--- config.mk ---
export PLATFORM = sky130hd
export DESIGN_NAME = bbw_ctrl
export DESIGN_NICKNAME = d
export VERILOG_FILES = /design/src/rtl/bbw_pkg.sv /design/src/rtl/bbw_ctrl.sv
export SDC_FILE = /design/constraint.sdc
export NUM_CORES = 1
export LEC_CHECK = 0
export BUFFER_PORTS_ARGS = -buffer_cell sky130_fd_sc_hd__buf_2
export CAP_MARGIN = 20
export CORE_AREA = 2 2 39 41
export CTS_BUF_LIST = sky130_fd_sc_hd__clkbuf_8
export CTS_CLUSTER_DIAMETER = 60
export CTS_CLUSTER_SIZE = 25
export DETAILED_ROUTE_END_ITERATION = 12
export DIE_AREA = 0 0 41 43
export GPL_TIMING_DRIVEN = 0
export PLACE_DENSITY = 0.44
export SLEW_MARGIN = 25
export SYNTH_ARGS = -nofsm -noshare
export SYNTH_HDL_FRONTEND = slang
export SYNTH_SLANG_ARGS = --single-unit
--- constraint.sdc ---
create_clock -name clk -period 3.85 [get_ports clk]
set_input_delay 0 -clock clk [delete_from_list [all_inputs] [get_ports clk]]
set_output_delay 0 -clock clk [all_outputs]
set_load 0.02 [all_outputs]
--- src/rtl/bbw_pkg.sv ---
// Shared constants, codes and control types for the box blur block.
package bbw_pkg;

  localparam int PIX_W = 8;
  localparam int POS_W = 8;
  localparam int K_W = 6;
  localparam int CFG_W = 9;
  localparam int IDX_W = 2;
  localparam int KK_W = 2 * K_W;
  // Largest window sum: 63 * 63 * 255 fits in 20 bits.
  localparam int SUM_W = 20;
  localparam int DCNT_W = $clog2(SUM_W);

  localparam int DEF_MAX_ROWS = 256;
  localparam int DEF_MAX_COLS = 256;

  localparam logic [IDX_W-1:0] REG_KERNEL = 2'd0;
  localparam logic [IDX_W-1:0] REG_ROWS = 2'd1;
  localparam logic [IDX_W-1:0] REG_COLS = 2'd2;

  localparam logic [K_W-1:0] KERNEL_RST = 6'd3;

  typedef struct packed {
    logic wr;
    logic load;
    logic mod_step;
    logic base;
    logic scan;
    logic div_init;
    logic div_step;
    logic out_load;
  } cmd_t;

  typedef struct packed {
    logic mod_done;
    logic scan_last;
    logic div_last;
    logic out_free;
  } sts_t;

endpackage

--- src/rtl/bbw_ctrl.sv ---
// Sequencer for writes and window queries of the box blur block.
module bbw_ctrl (
  input  logic          clk,
  input  logic          rst,
  input  logic          req_valid,
  output logic          req_ready,
  input  logic          mode,
  input  bbw_pkg::sts_t sts,
  output bbw_pkg::cmd_t cmd
);
  import bbw_pkg::*;

  localparam logic [2:0] ST_IDLE  = 3'd0;
  localparam logic [2:0] ST_MOD   = 3'd1;
  localparam logic [2:0] ST_BASE  = 3'd2;
  localparam logic [2:0] ST_SCAN  = 3'd3;
  localparam logic [2:0] ST_DRAIN = 3'd4;
  localparam logic [2:0] ST_DINIT = 3'd5;
  localparam logic [2:0] ST_DIV   = 3'd6;
  localparam logic [2:0] ST_OUT   = 3'd7;

  logic [2:0] state, state_next;

  always_ff @(posedge clk) begin
    if (rst) begin
      state <= ST_IDLE;
    end else begin
      state <= state_next;
    end
  end

  always_comb begin
    state_next = state;
    cmd = '0;
    req_ready = 1'b0;
    case (state)
      ST_IDLE: begin
        req_ready = 1'b1;
        if (req_valid) begin
          if (mode) begin
            cmd.load = 1'b1;
            state_next = ST_MOD;
          end else begin
            cmd.wr = 1'b1;
          end
        end
      end
      ST_MOD: begin
        cmd.mod_step = 1'b1;
        if (sts.mod_done) begin
          state_next = ST_BASE;
        end
      end
      ST_BASE: begin
        cmd.base = 1'b1;
        state_next = ST_SCAN;
      end
      ST_SCAN: begin
        cmd.scan = 1'b1;
        if (sts.scan_last) begin
          state_next = ST_DRAIN;
        end
      end
      ST_DRAIN: state_next = ST_DINIT;
      ST_DINIT: begin
        cmd.div_init = 1'b1;
        state_next = ST_DIV;
      end
      ST_DIV: begin
        cmd.div_step = 1'b1;
        if (sts.div_last) begin
          state_next = ST_OUT;
        end
      end
      ST_OUT: begin
        if (sts.out_free) begin
          cmd.out_load = 1'b1;
          state_next = ST_IDLE;
        end
      end
      default: state_next = ST_IDLE;
    endcase
  end
endmodule

== After elaboration in Yosys (flattened, before gate mapping) ==
Cells that the tools add are included.
Word-level totals
  input bits: 8
  word-level logic and storage cells: 35
  bits in registers: 3
  output and inout bits: 9
Cells by class
  reductions and logical operators: 2
  eq/ne operators: 13
  muxes and demuxes: 19
Operators with widths (count)
  3-bit case mux with 8 select lines: 1
  3-bit two-way mux: 6
  3-bit == test, second input constant: 4
  2-bit != test, second input constant: 6
  1-bit two-way mux: 10
  3-bit by 2-bit == test with 1-bit output, second input constant: 2
  6-bit AND reduction: 1
  2-bit two-way mux: 2
  3-bit by 1-bit == test with 1-bit output, second input constant: 1
  3-bit logical NOT: 1

== Longest topological paths before layout ==
Gate-level depths: netlist of the first run.
  depth in word-level cells: 3
  depth in mapped cells: 6
  depth with buffers taken out: 6

== Least setup slack after synthesis of the first run ==
No wires, ideal clock.
  path kind: flip-flop to flip-flop
  start: register state[1]
  end: register state[0]
  required time: 3.723 ns
  clock period less this slack: 1.397 ns
  path slack: 2.453 ns
  setup time: 0.127 ns
  arrival: 1.270 ns
  path buffers: 0
  stages on the path, launching flop included: 6
  cell sequence: dfxtp_1 > inv_1 > ha_1 > a222oi_1 > mux2i_1 > mux2i_1
On the way
  cells in the longest elaborated chain, start to end: 3
  elaborated cells on any way between the ends: 16
  classes of those cells: 13 x eq/ne; 1 x mux; 2 x reduce/logical
RTL lines
  start: declaration: RTL line bbw_ctrl.sv:22  | logic [2:0] state, state_next;
  start signal: assignment: RTL line bbw_ctrl.sv:28  | state <= state_next;
  3-bit by 1-bit == test with 1-bit output, or another cell as far along: RTL line bbw_ctrl.sv:36  | case (state)
  2-bit != test (no source line)
  6-bit AND reduction (no source line)
Several ways; a longest one is shown, not always the timed one.
A chain may end at the register's enable or synchronous reset.

== Worst setup path in the final report of the first run ==
  start: register state[1]
  end: register state[1]
The elaborated chain is that of the path after synthesis.

==> results of run 1 <==
## stage by stage
step,std cells,worst slack [ns]
after floorplan,39,2.45
after global placement,71,2.27
after detailed placement,71,2.27
after CTS,76,2.26
after global routing,76,2.17
final,76,2.28
## worst max-delay path, cell delays in order (launching register included)
cell	delay [ns]
dfxtp_1	0.37
inv_1	0.07
ha_1	0.23
a222oi_1	0.41
mux2i_1	0.20
mux2i_1	0.15
## cell usage after synthesis (all sizes together)
library cell / n
nand2b: 4
clkbuf: 1
o41ai: 1
ha: 4
a222oi: 1
nor2: 1
o21ai: 1
and3: 2
nor2b: 5
inv: 5
dfxtp: 3
and2: 2
mux2i: 3
a21oi: 3
nand2: 3
## final timing paths
check / slack (ns) / startpoint / endpoint / cells after the start
min: 0.20 / sts[2] / state[2] / 5
max reg2reg: 2.28 / state[1] / state[1] / 5
max: 2.28 / state[1] / state[1] / 5
min reg2reg: 0.52 / state[0] / state[0] / 2
## layout make-up
cell class,count,area [sq um],area share (%)
clock inverter,1,3.75,0.829
timing repair buffer,17,90.1,19.9
inverter,5,18.8,4.14
multi-input combinational,30,215,47.5
clock buffer,3,41.3,9.12
tap,16,20.0,4.42
sequential,3,60.1,13.3
buffer,1,3.75,0.829
## power breakdown
group | internal, mW | total [mW] | switching [mW] | leakage (nW)
sequential | 0.0405 | 0.0492 | 0.00869 | 0.0245
combinational | 0.0601 | 0.146 | 0.0856 | 0.201
clock | 0.0677 | 0.0868 | 0.0191 | 0.0269
total | 0.168 | 0.282 | 0.113 | 0.252
## kinds of logic after synthesis
group	after synthesis	synth area share (%)
adders and majority gates	4	16.8
muxes	3	10.1
and+or+nand+nor	17	32.3
DFF	3	20.2
AOI/OAI and AO/OA	6	13.0
buffers and inverters	6	7.56
## layer usage
layer  wire length (microns)  track usage [%]
met1                     288             8.95
met2                     292             11.9
met3                      61             1.57
met4                       0             6.00
met5                       0                0
==> impl_metrics.toml, run 1 <==
[cts]
path_clk_slew_ns = 0.03
cts_resized = 0
cts_made_buffers = 3
post-cts-setup-buffers = 0
clock_path_buffers = 2
clk_latency_ns = 0.21
root_buffer = "clkbuf_8"
cts_tree = "done"
hold_buffers = 1
ctsHtreeMaxLevel = 1
clock-sinks = 3

[timing]
period_needed_ns = 1.57
fin_setup_tns_ns = 0
relSlewSlack_pct = 74.7
fmax_mhz = 639
slew_viol_final = 0
tightest_slew_ns = 0.379
hold_ws_ns = 0.203
hold_viol = 0
period_share_pct = 40.7
clock_skew_ns = 0.00122
rsz0062_at_grt = "no"
finalSetupViolCount = 0

[critical_path]
critPathMaxFanout = 5
crit_required_ns = 3.94
crit_path_end_kind = "flip-flop"
start_kind = "flip-flop"
worstSetupPathType = "flip-flop to flip-flop"
arrival_ns = 1.65

[detailed_routing]
drc = 0
drt_iter0_markers = 3
drtAntennaViolNets = 0
routed-via-count = 308
wl_microns = 642
wl_per_cell_microns = 8.45
drtPass1Iterations = 4
viasPerCell = 4.05

[finish]
stdcell_area_sq_um = 453
drive_above_1_share_pct = 31.7
final_core_util_pct = 32.7
n_antenna_cell = 0
largest-register = "state"
top_regs = "state x3"
syn_to_final_growth_pct = 52.1
largest_reg_flops = 3
layout_common_cells = "buf_2 (16), inv_1 (6), nor2b_1 (5)"
fillCellCount = 152
num-nets-final = 73
layout_commonest_cell = "buf_2"

[synth]
synthesis.instances = 39
synthesis.area_sq_um = 298
synth_cell_types = 15
ys_ff_latch = 3
seq_area_frac_synth_pct = 20.2
synth_area_leaders = "dfxtp_1 (20%), ha_1 (17%), nor2b_1 (11%)"
synth_fp_nets = 51
postSynthAreaPerCell_sq_um = 7.64
synth_warnings = 0
synth_top_cell_by_area = "dfxtp_1"
yosysTopAreaCellShare_pct = 20.2

[floorplan]
core_sq_um = 1380
rows = 14
die_y_microns = 43
ios = 17
dieArea_sq_um = 1760
die_w_microns = 41
initial_core_util_pct = 21.5

[pwr]
ir_drop_mv = 0.268
totalPowerFinal_uw = 282
p_per_area_nw_per_um2 = 622
leakagePower_nw = 0.252

[global_routing]
grt_pass1_vias = 241
grt_use_total_pct = 7.82
grt_max_degree = 11
grt_pass1_wl_microns = 945
overflow = 0
antenna_found_initial = 0

[place]
hpwlAfterDp_microns = 528
portBuffers = 16
place_area_sq_um = 398
gp_congestion = 0.642

[worst_hold_path]
min_path_type = "input port to flip-flop"

[flow_run]
maxCapViolations = 0

[outcome]
outcome = "finished clean"
Note: power is estimated with default switching activity, not from simulation.
==> run 2, diff against run 1 <==
Settings changed: PLACE_DENSITY 0.44 to 0.46.
Clock period 3.85 ns to 1.4 ns, I/O delays scaled along.
==> run 2 against run 1 <==
Effect of this change: the run now ends with setup timing left; combinational power grew to 3.5 times the previous value; sequential power rose to 3.3 times the previous value; flip-flop and latch count did not move; hold slack improved by 0.075 ns; critical path type unchanged; largest power group unchanged; highest routed layer unchanged.
==> impl_metrics.toml, run 2 (synthesis results as in run 1) <==
[detailed_routing]
wl_microns = 728
highest_layer = "met3"
drtPass1Iterations = 4
wl_per_cell_microns = 9.33
drtAntennaViolNets = 0
wl_met3_microns = 79
drc = 0
wl_met2_microns = 337
viasPerCell = 4.28
routed-via-count = 334
drt_iter0_markers = 7
met1_length_microns = 311

[global_routing]
grt_pass1_wl_mm = 1.03
grt_use_total_pct = 8.43
antenna_found_initial = 0
overflow = 0
grt_pass1_vias = 277
grt_max_degree = 11

[timing]
period_share_pct = 105
finalSetupViolCount = 2
layout_setup_ws_ns = -0.0748
fmax_mhz = 678
tightest_slew_ns = 0.407
clock_skew_ns = 0.00512
hold_ws_ns = 0.278
relSlewSlack_pct = 72.9
rsz0062_at_grt = "yes"
period_needed_ns = 1.47
hold_viol = 0
slew_viol_final = 0

[critical_path]
crit_required_ns = 1.48
worstSetupPathType = "flip-flop to flip-flop"
critPathMaxFanout = 4
start_kind = "flip-flop"
ff2ff_setup_slack_ns = -0.07
arrival_ns = 1.56
crit_path_end_kind = "flip-flop"

[place]
hpwlAfterDp_microns = 531
gp_congestion = 0.643
place_inst = 71
portBuffers = 16
dp_slack_ns = -0.172

[pwr]
leakagePower_nw = 0.266
ir_drop_mv = 0.581
p_per_area_nw_per_um2 = 1790
totalPowerFinal_uw = 920

[floorplan]
die_w_microns = 41
rows = 14
die_y_microns = 43
ios = 17
dieArea_sq_um = 1760
initial_core_util_pct = 21.5
core_sq_um = 1380

[finish]
fillCellCount = 154
layout_common_cells = "buf_2 (16), inv_1 (5), nor2b_1 (4), nand2b_1 (4)"
layout_commonest_cell = "buf_2"
instances_no_fill = 78
largest_reg_flops = 3
syn_to_final_growth_pct = 72.7
n_antenna_cell = 0
largest-register = "state"
num-nets-final = 75
final_core_util_pct = 37.2
top_regs = "state x3"
drive_above_1_share_pct = 48.4

[cts]
root_buffer = "clkbuf_8"
clk_latency_ns = 0.22
ctsHtreeMaxLevel = 1
cts_made_buffers = 3
path_clk_slew_ns = 0.03
cts_tree = "done"
clock_path_buffers = 2
clock-sinks = 3

[worst_hold_path]
min_path_type = "input port to output port"

[flow_run]
maxCapViolations = 0

[outcome]
outcome = "complete, but fails checks"
violations = "setup timing"
## run 2: path summary, 6_finish.rpt
kind                            depth (start not counted)      from        to
worst max-delay path                                    5  state[1]  state[0]
worst min-delay path                                    3      mode    cmd[7]
worst max register to register                          5  state[1]  state[0]
worst min register to register                          2  state[1]  state[1]
## run 2: per-layer routing
| layer | vias up | global-route usage (%) |
|---|---|---|
| met5 | - | 0 |
| met4 | 0 | 2.00 |
| met3 | 0 | 4.71 |
| met2 | 14 | 12.8 |
| met1 | 145 | 9.94 |
| li1 | 175 | - |
## run 2: through the flow
step           area [sq um]  TNS (ns)
2_1_floorplan           298         0
3_3_place_gp            398    -0.331
3_5_place_dp            398    -0.343
4_1_cts                 490    -0.111
5_1_grt                 514    -0.486
6_report                514    -0.143
## run 2: power breakdown
group          internal (mW)  total (mW)  switching [mW]  leakage [nW]
logic                  0.239       0.511           0.272         0.213
clock network          0.187       0.244          0.0577        0.0269
registers              0.125       0.164          0.0393        0.0259
## run 2: layout make-up
| cell class | count | area [sq um] | area share (%) |
|---|---|---|---|
| timing repair buffer | 19 | 105 | 20.4 |
| buffer | 1 | 3.75 | 0.730 |
| multi-input combinational | 30 | 251 | 48.9 |
| clock buffer | 3 | 41.3 | 8.03 |
| sequential | 3 | 67.6 | 13.1 |
| clock inverter | 1 | 3.75 | 0.730 |
| tap | 16 | 20.0 | 3.89 |
| inverter | 5 | 21.3 | 4.14 |
## run 2: repair_timing
action / 4_1_cts / 5_1_grt
setup endpoints to repair: 4 / 5
buffers inserted: 2 / 1
hold buffers: 1 / 0
pin swaps: 2 / 4
endpoints found under the hold margin: 1 / 0
resized for setup: 8 / 6
## run 2: critical path: stages (launching register included)
cell and delay (ns):
dfxtp_4 0.36, inv_4 0.05, ha_4 0.15, a222oi_1 0.42, mux2i_1 0.21, mux2i_1 0.16
